File: src/rtl/core/wmfa_pkg.sv
// ----------------------------------------------------------------------------
// wmfa_pkg
// Shared types and constants of the management frame anonymizer.
// ----------------------------------------------------------------------------
package wmfa_pkg;

  typedef enum logic [2:0] {
    KIND_NONE      = 3'd0,
    KIND_ASSOC_REQ = 3'd1,
    KIND_PROBE_REQ = 3'd2,
    KIND_BEACON    = 3'd3,
    KIND_WALK      = 3'd4
  } kind_t;

  typedef enum logic [1:0] {
    PH_ID   = 2'd0,
    PH_LEN  = 2'd1,
    PH_BODY = 2'd2
  } phase_t;

  localparam logic [1:0] TYPE_MGMT      = 2'd0;
  localparam logic [3:0] SUB_ASSOC_REQ  = 4'd0;
  localparam logic [3:0] SUB_PROBE_REQ  = 4'd4;
  localparam logic [3:0] SUB_PROBE_RESP = 4'd5;
  localparam logic [3:0] SUB_BEACON     = 4'd8;

  localparam int OFS_ASSOC_REQ = 28;
  localparam int OFS_PROBE_REQ = 24;
  localparam int OFS_BEACON    = 36;
  localparam int ADDR_START    = 4;
  localparam int FCS_BYTES     = 4;

  localparam logic [7:0] BCAST_BYTE = 8'hff;
  localparam logic [7:0] SSID_FILL  = 8'h58;
  localparam logic [7:0] SSID_ID    = 8'h00;

  localparam int QUEUE_DEPTH = 4;

  // Output bytes caused by one accepted input byte, first byte in data[0].
  typedef struct packed {
    logic [1:0]      count;
    logic            pkt_last;
    logic [2:0][7:0] data;
  } group_t;

endpackage

File: src/rtl/core/wmfa_front.sv
// ----------------------------------------------------------------------------
// wmfa_front
// Tracks the packet position, parses the radiotap length and frame control,
// walks the information elements and forms the output bytes of each input.
// ----------------------------------------------------------------------------
module wmfa_front import wmfa_pkg::*; #(
  parameter int LENGTH_WIDTH = 16
) (
  input  logic          clk,
  input  logic          rst,
  input  logic          in_valid,
  output logic          in_stall,
  input  logic [7:0]    data_byte,
  input  logic          first_byte,
  input  logic          last_byte,
  input  logic [15:0]   capture_length,
  input  logic          q_full,
  output logic          push,
  output group_t        push_group
);

  localparam int L = LENGTH_WIDTH;
  localparam int W = LENGTH_WIDTH + 2;
  localparam logic [L-1:0] LMAX = {L{1'b1}};

  function automatic logic [W-1:0] walk_ofs(kind_t k);
    logic [W-1:0] o;
    o = W'(OFS_BEACON);
    unique case (k)
      KIND_ASSOC_REQ: o = W'(OFS_ASSOC_REQ);
      KIND_PROBE_REQ: o = W'(OFS_PROBE_REQ);
      default:        o = W'(OFS_BEACON);
    endcase
    return o;
  endfunction

  logic [L-1:0] pos, pos_next;
  logic [L-1:0] pkt_len, pkt_len_next;
  logic [L-1:0] rt_len, rt_len_next;
  kind_t        kind, kind_next;
  phase_t       phase, phase_next;
  logic         is_ssid, is_ssid_next;
  logic [7:0]   elem_rem, elem_rem_next;
  logic [L-1:0] region, region_next;
  logic         all_ones, all_ones_next;
  logic [7:0]   held0, held0_next;
  logic [7:0]   held1, held1_next;

  logic         accept;
  logic [L-1:0] pend_r;
  logic [1:0]   n_pre;
  logic [L-1:0] p;
  logic [L-1:0] rt_new;
  logic         cls_en;
  logic [7:0]   fcl;
  kind_t        cls_kind;
  logic [W-1:0] need;
  logic [L-1:0] r;
  logic         ff;
  logic [7:0]   ob;
  logic [1:0]   main_n;
  logic [7:0]   m0, m1, m2;
  group_t       grp;

  assign accept   = in_valid && !in_stall;
  assign in_stall = q_full;

  always_comb begin
    pos_next      = pos;
    pkt_len_next  = pkt_len;
    rt_len_next   = rt_len;
    kind_next     = kind;
    phase_next    = phase;
    is_ssid_next  = is_ssid;
    elem_rem_next = elem_rem;
    region_next   = region;
    all_ones_next = all_ones;
    held0_next    = held0;
    held1_next    = held1;
    n_pre         = 2'd0;
    pend_r        = pos - rt_len;
    rt_new        = L'({data_byte, rt_len[7:0]});
    cls_en        = 1'b0;
    fcl           = data_byte;
    cls_kind      = KIND_NONE;
    need          = '0;
    r             = '0;
    ff            = (data_byte == BCAST_BYTE);
    ob            = data_byte;
    main_n        = 2'd1;
    m0            = data_byte;
    m1            = 8'd0;
    m2            = 8'd0;
    grp           = '0;

    // Address bytes still held when a new packet starts are released as zero.
    if (first_byte) begin
      if (pos != LMAX && {2'b0, pos} >= {2'b0, rt_len} + W'(ADDR_START) &&
          pend_r[L-1:5] == '0) begin
        if (pend_r[4:0] == 5'd8 || pend_r[4:0] == 5'd20) begin
          n_pre = 2'd1;
        end else if (pend_r[4:0] == 5'd9 || pend_r[4:0] == 5'd21) begin
          n_pre = 2'd2;
        end
      end
      pos_next      = '0;
      pkt_len_next  = L'(capture_length);
      rt_len_next   = '0;
      kind_next     = KIND_NONE;
      phase_next    = PH_ID;
      all_ones_next = 1'b1;
    end
    p = pos_next;

    if (p != LMAX) begin
      if (p == L'(2)) begin
        rt_len_next = L'(data_byte);
      end
      if (p == L'(3)) begin
        rt_len_next = rt_new;
        if (rt_new == L'(2)) begin
          cls_en = 1'b1;
          fcl    = 8'd2;
        end else if (rt_new == L'(3)) begin
          cls_en = 1'b1;
        end else begin
          kind_next = KIND_NONE;
        end
      end
      if (p >= L'(4) && p == rt_len_next) begin
        cls_en = 1'b1;
      end

      if (cls_en) begin
        if (fcl[3:2] == TYPE_MGMT) begin
          if (fcl[7:4] == SUB_ASSOC_REQ) begin
            cls_kind = KIND_ASSOC_REQ;
          end else if (fcl[7:4] == SUB_PROBE_REQ) begin
            cls_kind = KIND_PROBE_REQ;
          end else if (fcl[7:4] == SUB_PROBE_RESP || fcl[7:4] == SUB_BEACON) begin
            cls_kind = KIND_BEACON;
          end
        end
        kind_next = KIND_NONE;
        need = walk_ofs(cls_kind) + {2'b0, rt_len_next} + W'(FCS_BYTES);
        if (cls_kind != KIND_NONE && {2'b0, pkt_len_next} >= need) begin
          region_next = L'({2'b0, pkt_len_next} - need);
          kind_next   = cls_kind;
          phase_next  = PH_ID;
        end
      end

      if ((kind_next == KIND_ASSOC_REQ || kind_next == KIND_PROBE_REQ ||
           kind_next == KIND_BEACON) &&
          {2'b0, p} == {2'b0, rt_len_next} + walk_ofs(kind_next)) begin
        kind_next  = KIND_WALK;
        phase_next = PH_ID;
      end

      if (kind_next == KIND_WALK) begin
        unique case (phase_next)
          PH_ID: begin
            if (region_next < L'(2)) begin
              kind_next = KIND_NONE;
            end else begin
              is_ssid_next = (data_byte == SSID_ID);
              region_next  = region_next - L'(1);
              phase_next   = PH_LEN;
            end
          end
          PH_LEN: begin
            region_next = region_next - L'(1);
            if (L'(data_byte) > region_next) begin
              kind_next = KIND_NONE;
            end else if (data_byte == 8'd0) begin
              phase_next = PH_ID;
            end else begin
              elem_rem_next = data_byte;
              phase_next    = PH_BODY;
            end
          end
          default: begin
            if (is_ssid_next) begin
              ob = SSID_FILL;
            end
            region_next   = region_next - L'(1);
            elem_rem_next = elem_rem_next - 8'd1;
            if (elem_rem_next == 8'd0) begin
              phase_next = PH_ID;
            end
          end
        endcase
      end

      m0 = ob;
      if ({2'b0, p} >= {2'b0, rt_len_next} + W'(ADDR_START)) begin
        r = p - rt_len_next;
        if (r[L-1:5] == '0) begin
          unique case (r[4:0])
            5'd4, 5'd16: begin
              all_ones_next = ff;
              m0 = data_byte;
            end
            5'd5, 5'd6, 5'd17, 5'd18: begin
              all_ones_next = all_ones_next & ff;
              m0 = data_byte;
            end
            5'd7, 5'd19: begin
              all_ones_next = all_ones_next & ff;
              held0_next    = data_byte;
              m0     = 8'd0;
              main_n = last_byte ? 2'd1 : 2'd0;
            end
            5'd8, 5'd20: begin
              all_ones_next = all_ones_next & ff;
              held1_next    = data_byte;
              m0     = 8'd0;
              main_n = last_byte ? 2'd2 : 2'd0;
            end
            5'd9, 5'd21: begin
              main_n = 2'd3;
              if (all_ones_next && ff) begin
                m0 = held0;
                m1 = held1;
                m2 = data_byte;
              end else begin
                m0 = 8'd0;
              end
            end
            5'd13, 5'd14, 5'd15: begin
              m0 = 8'd0;
            end
            default: begin
              m0 = ob;
            end
          endcase
        end
      end
      pos_next = p + L'(1);
    end

    if (last_byte) begin
      pos_next      = '0;
      kind_next     = KIND_NONE;
      phase_next    = PH_ID;
      all_ones_next = 1'b1;
    end

    grp.count    = n_pre + main_n;
    grp.pkt_last = last_byte;
    unique case (n_pre)
      2'd1:    grp.data = {8'd0, m0, 8'd0};
      2'd2:    grp.data = {m0, 8'd0, 8'd0};
      default: grp.data = {m2, m1, m0};
    endcase
  end

  assign push       = accept && (grp.count != 2'd0);
  assign push_group = grp;

  always_ff @(posedge clk) begin
    if (rst) begin
      pos      <= '0;
      pkt_len  <= '0;
      rt_len   <= '0;
      kind     <= KIND_NONE;
      phase    <= PH_ID;
      is_ssid  <= 1'b0;
      elem_rem <= '0;
      region   <= '0;
      all_ones <= 1'b1;
    end else if (accept) begin
      pos      <= pos_next;
      pkt_len  <= pkt_len_next;
      rt_len   <= rt_len_next;
      kind     <= kind_next;
      phase    <= phase_next;
      is_ssid  <= is_ssid_next;
      elem_rem <= elem_rem_next;
      region   <= region_next;
      all_ones <= all_ones_next;
    end
  end

  always_ff @(posedge clk) begin
    if (accept) begin
      held0 <= held0_next;
      held1 <= held1_next;
    end
  end

endmodule

File: src/rtl/core/wmfa_queue.sv
// ----------------------------------------------------------------------------
// wmfa_queue
// Small queue of output byte groups between the parser and the serializer.
// ----------------------------------------------------------------------------
module wmfa_queue import wmfa_pkg::*; (
  input  logic   clk,
  input  logic   rst,
  input  logic   push,
  input  group_t push_group,
  output logic   full,
  input  logic   pop,
  output group_t head,
  output logic   empty
);

  localparam int PW = $clog2(QUEUE_DEPTH);

  group_t         mem [QUEUE_DEPTH];
  logic [PW-1:0]  wr_ptr, rd_ptr;
  logic [PW:0]    count;

  assign full  = (count == (PW+1)'(QUEUE_DEPTH));
  assign empty = (count == '0);
  assign head  = mem[rd_ptr];

  always_ff @(posedge clk) begin
    if (push) begin
      mem[wr_ptr] <= push_group;
    end
  end

  always_ff @(posedge clk) begin
    if (rst) begin
      wr_ptr <= '0;
      rd_ptr <= '0;
      count  <= '0;
    end else begin
      if (push) begin
        wr_ptr <= (wr_ptr == PW'(QUEUE_DEPTH - 1)) ? '0 : wr_ptr + PW'(1);
      end
      if (pop) begin
        rd_ptr <= (rd_ptr == PW'(QUEUE_DEPTH - 1)) ? '0 : rd_ptr + PW'(1);
      end
      unique case ({push, pop})
        2'b10:   count <= count + (PW+1)'(1);
        2'b01:   count <= count - (PW+1)'(1);
        default: count <= count;
      endcase
    end
  end

endmodule

File: src/rtl/core/wmfa_back.sv
// ----------------------------------------------------------------------------
// wmfa_back
// Serializes each queued group into single output byte transfers.
// ----------------------------------------------------------------------------
module wmfa_back import wmfa_pkg::*; (
  input  logic       clk,
  input  logic       rst,
  input  group_t     head,
  input  logic       empty,
  output logic       pop,
  output logic       out_valid,
  input  logic       out_stall,
  output logic [7:0] out_byte,
  output logic       out_last_of_packet,
  output logic       last_of_run
);

  logic [1:0] idx;
  logic       at_end;
  logic       take;

  assign out_valid          = !empty;
  assign at_end             = (idx == head.count - 2'd1);
  assign take               = out_valid && !out_stall;
  assign pop                = take && at_end;
  assign out_byte           = head.data[idx];
  assign last_of_run        = at_end;
  assign out_last_of_packet = at_end && head.pkt_last;

  always_ff @(posedge clk) begin
    if (rst) begin
      idx <= '0;
    end else if (take) begin
      idx <= at_end ? 2'd0 : idx + 2'd1;
    end
  end

endmodule

File: src/rtl/core/wifi_mgmt_frame_anonymizer.sv
// ----------------------------------------------------------------------------
// wifi_mgmt_frame_anonymizer
// Streaming anonymizer for captured radiotap plus 802.11 packets.
// ----------------------------------------------------------------------------
// Bytes enter at one per cycle and leave at one per cycle. Each input byte
// causes zero to three output bytes: the last three bytes of the destination
// address and of the BSSID are held back until the sixth address byte has
// been checked for broadcast, then leave as a group of three. The parser
// places each group in a four-entry queue as the byte is accepted, and a
// serializer sends the queued bytes in order one byte per cycle, so input and
// output stall on their own; the input stalls only while the queue is full.
// There is no start-up delay after reset.
module wifi_mgmt_frame_anonymizer import wmfa_pkg::*; #(
  parameter int LENGTH_WIDTH = 16
) (
  input  logic        clk,
  input  logic        rst,
  input  logic        in_valid,
  output logic        in_stall,
  input  logic [7:0]  data_byte,
  input  logic        first_byte,
  input  logic        last_byte,
  input  logic [15:0] capture_length,
  output logic        out_valid,
  input  logic        out_stall,
  output logic [7:0]  out_byte,
  output logic        out_last_of_packet,
  output logic        last_of_run
);

  logic   q_full;
  logic   q_empty;
  logic   push;
  logic   pop;
  group_t push_group;
  group_t head;

  wmfa_front #(
    .LENGTH_WIDTH(LENGTH_WIDTH)
  ) u_front (
    .clk            (clk),
    .rst            (rst),
    .in_valid       (in_valid),
    .in_stall       (in_stall),
    .data_byte      (data_byte),
    .first_byte     (first_byte),
    .last_byte      (last_byte),
    .capture_length (capture_length),
    .q_full         (q_full),
    .push           (push),
    .push_group     (push_group)
  );

  wmfa_queue u_queue (
    .clk        (clk),
    .rst        (rst),
    .push       (push),
    .push_group (push_group),
    .full       (q_full),
    .pop        (pop),
    .head       (head),
    .empty      (q_empty)
  );

  wmfa_back u_back (
    .clk                (clk),
    .rst                (rst),
    .head               (head),
    .empty              (q_empty),
    .pop                (pop),
    .out_valid          (out_valid),
    .out_stall          (out_stall),
    .out_byte           (out_byte),
    .out_last_of_packet (out_last_of_packet),
    .last_of_run        (last_of_run)
  );

endmodule

File: config.mk
export PLATFORM = sky130hd
export DESIGN_NAME = wifi_mgmt_frame_anonymizer
export DESIGN_NICKNAME = d
export VERILOG_FILES = /design/src/rtl/core/wmfa_pkg.sv /design/src/rtl/core/wmfa_front.sv /design/src/rtl/core/wmfa_queue.sv /design/src/rtl/core/wmfa_back.sv /design/src/rtl/core/wifi_mgmt_frame_anonymizer.sv
export SDC_FILE = /design/constraint.sdc
export NUM_CORES = 1
export LEC_CHECK = 0
export ABC_AREA = 1
export BUFFER_PORTS_ARGS = -buffer_cell sky130_fd_sc_hd__buf_4
export CAP_MARGIN = 20
export CORE_MARGIN = 3
export CORE_UTILIZATION = 45
export CTS_BUF_LIST = sky130_fd_sc_hd__clkbuf_2 sky130_fd_sc_hd__clkbuf_4 sky130_fd_sc_hd__clkbuf_8
export DETAILED_ROUTE_END_ITERATION = 6
export PLACE_DENSITY = 0.7
export SLEW_MARGIN = 20
export SYNTH_ARGS = -nofsm -noshare
export SYNTH_HDL_FRONTEND = slang
export SYNTH_SLANG_ARGS = --single-unit
File: constraint.sdc
create_clock -name clk -period 15.1 [get_ports clk]
set_input_delay 1.51 -clock clk [delete_from_list [all_inputs] [get_ports clk]]
set_output_delay 1.51 -clock clk [all_outputs]
set_load 0.01 [all_outputs]
# Word level (Yosys, flattened, before mapping)
# Memory sizes are Yosys's and may differ from the RTL's. A register that Yosys moved wholly into a read port is not among the register bits.
# Index checks and enable logic that the tools add are counted.
# word_totals
regBits,104
ramBits,108
in_bits,30
output_inout_bits,12
wordCells,245
n_memories,1
# op_classes
add_sub_neg,18
order_cmp,7
n_eq_ne,48
mux,110
n_bitwise,3
n_reduce_logical,43
# mem_list
name,words,width,read_ports,rd_ports_with_merged_regs,wr,line,rtl
u_queue.mem,4,27,1,1,1,wmfa_queue.sv:18,group_t mem [QUEUE_DEPTH];
# op_table
op,n
$mux W16,15
$mux W8,23
$eq A16 B2 Y1 const B,4
$mux W3,19
$ge A16 B18 Y1,3
$mux W18,3
$mux W2,26
$pmux W24 S2,1
$sub A16 B16 Y16,3
$eq A5 B5 Y1 const B,8
$eq A5 B4 Y1 const B,7
$add A16 B3 Y17 const B,2
$ne A16 B16 Y1 const B,2
$pmux W6 S2,2
$pmux W8 S3,1
$logic_not A11 Y1,2
$eq A5 B3 Y1 const B,4
$add A16 B18 Y18,1
$add A18 B16 Y18,1
$add A18 B3 Y18 const B,1
$eq A16 B18 Y1,1
$add A16 B1 Y16 const B,1
$bmux W8 S2,1
$eq A16 B16 Y1,1
other kinds (45),97

# Depth between registers and ports, before layout
# depth
word_depth,40
ltp_mapped,62
ltp_nobuf,58

# By module
# A second synthesis with hierarchy kept.
# unflattened
hier_cells,2163
area_unflattened_um2,16359.4
# modules_own_cells
mod,instances,cells_per_inst,area_each_um2
wmfa_front,1,1775,11466.0
wmfa_queue,1,321,4513.1
wmfa_back,1,67,380.4

# Worst setup path before layout
# No wires, ideal clock.
# synth_timing
path_kind,input port to flip-flop
start,input first_byte
end,memory u_queue.mem[0][19] (netlist bit) (data pin)
setup_ns,0.276
arrival_time_ns,9.459
required_time_ns,14.824
slack_ns,5.366
cell_stages,52
n_path_buf,5
path_cell_list,buf_2 > buf_1 > clkbuf_1 > nor2_1 > ha_1 > nand3_1 > nor2_2 > nand2_4 > buf_6 > clkbuf_1 > o21ai_0 > inv_1 > ha_1 > ha_1 > inv_1 > fa_1 > nand3b_1 > and2_1 > (+16 left out) > ha_1 > inv_1 > o31ai_1 > xor2_1 > xor2_1 > nand3b_1 > nor2_1 > nand2_1 > nor2_1 > nand2_1 > nor2_2 > nand3_2 > nand2_1 > inv_1 > a41oi_2 > nand2_1 > nand3_1 > nand2_1
# synth_lines
item,line,rtl
start: declaration,wifi_mgmt_frame_anonymizer.sv:21,"input logic first_byte,"
end: declaration,wmfa_queue.sv:18,

==> results.yml <==
run:
  maxCapViolCount: 0
grt:
  grt_max_degree: 68
  grt_pass1_vias: 14050
  overflow: 0
  grtUsageTotal_pct: 24.16
  grt_pass1_wl_mm: 74.64
  antenna_found_initial: 0
floorplanning:
  ios: 42
  die_h_um: 194.9
  start_util_pct: 46.05
  die-area_mm2: 0.03800
  num_rows: 68
  core_mm2: 0.03488
  die_w_um: 194.9
finish:
  fin_area_mm2: 0.01760
  nNetsFinal: 2348
  stdcell_count: 2682
  antenna_cells: 0
  drive_gt1_share_pct: 9.564
  utilization_pct: 50.44
  seq_area_mm2: 0.005525
  multi_input_area_mm2: 0.009314
  syn_to_final_growth_pct: 9.541
  fill_cells: 3418
critical_path:
  max_stage_delay_ns: 0.69
  cp-start-kind: "primary input"
  critPathTopFamily: "simple AND/OR/NAND/NOR gates"
  crit_path_top_delay_cell: "o31ai_1"
  crit_buf_inv: 7
  crit_top_cell: "nand2_1"
  cp-end-kind: "flop"
  cp_max_fo: 59
  cp.arrival_ns: 11.09
  critPathRequiredTime_ns: 15.36
  path_class: "in -> reg"
clock_network:
  cts_tree: "built"
  cts_hold_buf: 0
  cts_buffers: 38
  root_buffer: "clkbuf_8"
  h-tree-depth: 2
  post_cts_buffers: 0
  path_clk_slew_ns: 0.06
  cts_resized: 0
  cts_num_sinks: 214
  cts_buffer_depth: 3
  insertion_delay_ns: 0.56
pwr:
  swShare_pct: 33.74
  power_frac_clock_pct: 33.0
  p_switching_mw: 0.6013
  powerDensity_mw_per_mm2: 101.3
  p_int_mw: 1.181
  combPwrFrac_pct: 28.8
  total_power_mw: 1.782
  p_leak_nw: 7.450
  ir_drop_uv: 104.6
  p_seq_share_pct: 38.2
route:
  drc: 0
  vias: 14970
  wl_per_cell_um: 17.51
  wl_mm: 46.96
  drt_iter0_drc: 1194
  ant_nets: 0
  vias_per_cell: 5.581
  drtPass1Iterations: 6
logic_synthesis:
  syn-num-nets: 2313
  synth_edf_count: 124
  synthTopCellsByCount: "nand2_1 (481), inv_1 (239), nor2_1 (211)"
  synth.area.top_cells: "edfxtp_1 (23%), nand2_1 (11%), dfxtp_1 (11%), ha_1 (8.8%), inv_1 (5.6%)"
  synth_top_family_by_area: "simple AND/OR/NAND/NOR gates"
  ys_async_sr_fraction_pct: 0
  syn-cell-area_mm2: 0.01606
  ys.flop_type: "edfxtp_1"
  synthSimpleGateAreaFrac_pct: 27.08
  yosys_register_bits: 214
  synth_cells: 2164
  synth_top_area_share_pct: 23.18
  synth.avg_cell_area_um2: 7.423
  synth_xor_area_share_pct: 5.398
  yosysTopAreaCell: "edfxtp_1"
  synthDistinctLibCells: 59
  synth_compound_area_share_pct: 15.78
  yosysWarnings: 0
  synthMuxAreaShare_pct: 0.06231
  synth_fa_ha_area_share_pct: 9.549
  synth.most_common_cell: "nand2_1"
  synth_seq_area_share_pct: 34.40
placed_design:
  placed_cells: 2614
  pre_cts_slack_ns: 3.904
  hpwlAfterDp_mm: 34.41
  place_congestion: 0.9713
  numPortBuffers: 41
  dpl_cell_area_mm2: 0.01677
sta:
  skew_ns: 0.02645
  rsz0062_at_grt: "false"
  relSlewSlack_pct: 30.70
  finalHoldViolCount: 0
  fmax_mhz: 92.38
  timing.final.crit_share_pct: 71.69
  timing_max_transition_violations_final: 0
  fin_crit_ns: 10.82
  fin_ws_ns: 4.275
  worst_pin_slew_ns: 1.038
  setup_viol: 0
  holdWs_ns: 0.4479
  final.setup.tns_ns: 0
hold_path:
  min_path_type: "reg -> reg"
outcome:
  status: "completed"
-- layout by cell type, fill, tap and decap left out, drive strengths merged, types with 6 or more instances in the layout --
master and instances:
nor2 231, buf 56, o21ai 167, xor2 70
a31oi 9, nand2 518, o22ai 14, o211ai 34
o221ai 11, a21oi 162, clkbuf 56, fa 6
nand4 35, a21boi 6, nand3 127, clkinv 11
o21bai 9, inv 248, edfxtp 124, dfxtp 90
ha 113, xnor2 29, nand3b 10, nor3 26
nor4 16
-- worst paths after layout --
| path | from | cells past startpoint | end | slack [ns] |
|---|---|---|---|---|
| setup reg to reg | u_front.pos[1]$_SDFFE_PP0P_ | 52 | u_queue.mem[3][20]$_DFFE_PP_ | 5.10 |
| hold reg to reg | u_front.pkt_len[2]$_SDFFE_PP0P_ | 2 | u_front.pkt_len[2]$_SDFFE_PP0P_ | 0.45 |
| setup / recovery | first_byte | 52 | u_queue.mem[3][20]$_DFFE_PP_ | 4.28 |
| hold / removal | u_front.pkt_len[2]$_SDFFE_PP0P_ | 2 | u_front.pkt_len[2]$_SDFFE_PP0P_ | 0.45 |
-- cells by family after synthesis --
family	count (synthesis)
simple gates	977
mux	1
buf+inv	312
fa+ha+maj	119
flops	214
xor+xnor	99
compound gates	442
-- sequential cells by signal (all words and copies together), names as in the netlist, named ones only --
register          count
u_front.phase         2
u_front.elem_rem      8
u_front.pos          16
u_queue.count         3
u_front.kind          3
u_front.held0         8
u_front.held1         8
u_back.idx            2
u_queue.rd_ptr        2
u_front.all_ones      1
u_queue.mem         108
u_queue.wr_ptr        2
u_front.is_ssid       1
u_front.region       16
u_front.pkt_len      16
u_front.rt_len       16
-- final cells by class --
| class | instances | area share, % |
|---|---|---|
| clock buffers | 56 | 3.882 |
| clock inverters | 12 | 0.8035 |
| inverters | 251 | 5.361 |
| multi-input cells | 1638 | 52.93 |
| flip-flops and latches | 214 | 31.40 |
| well taps | 455 | 3.235 |
| repair buffers | 56 | 2.389 |
-- power by group through the flow --
stage / registers (mW) / clock network [mW] / logic, mW
3_5_place_dp: 0.692 / 0 / 0.511
2_1_floorplan: 0.682 / 0 / 0.344
6_report: 0.680 / 0.588 / 0.514
4_1_cts: 0.680 / 0.599 / 0.513
5_1_grt: 0.684 / 0.628 / 0.580
3_3_place_gp: 0.691 / 0 / 0.500
-- routing by layer --
layer	wire (µm)	track usage (%)	share of wire [%]
met5	0	0	0
met4	1838	8.820	3.9
met3	3091	3.883	6.6
met2	21540	39.80	46
met1	20490	32.18	44
-- worst register-to-register path: cells and delay by family (launching register included) --
| kind | cells | cell delay [ns] |
|---|---|---|
| DFF | 1 | 0.42 |
| AOI/OAI and AO/OA | 7 | 2.18 |
| buffers and inverters | 6 | 0.71 |
| xor gates and xnor gates | 3 | 0.45 |
| adders and majority gates | 6 | 1.84 |
| and+or+nand+nor | 30 | 4.13 |
(Power assumes the default switching activity.)
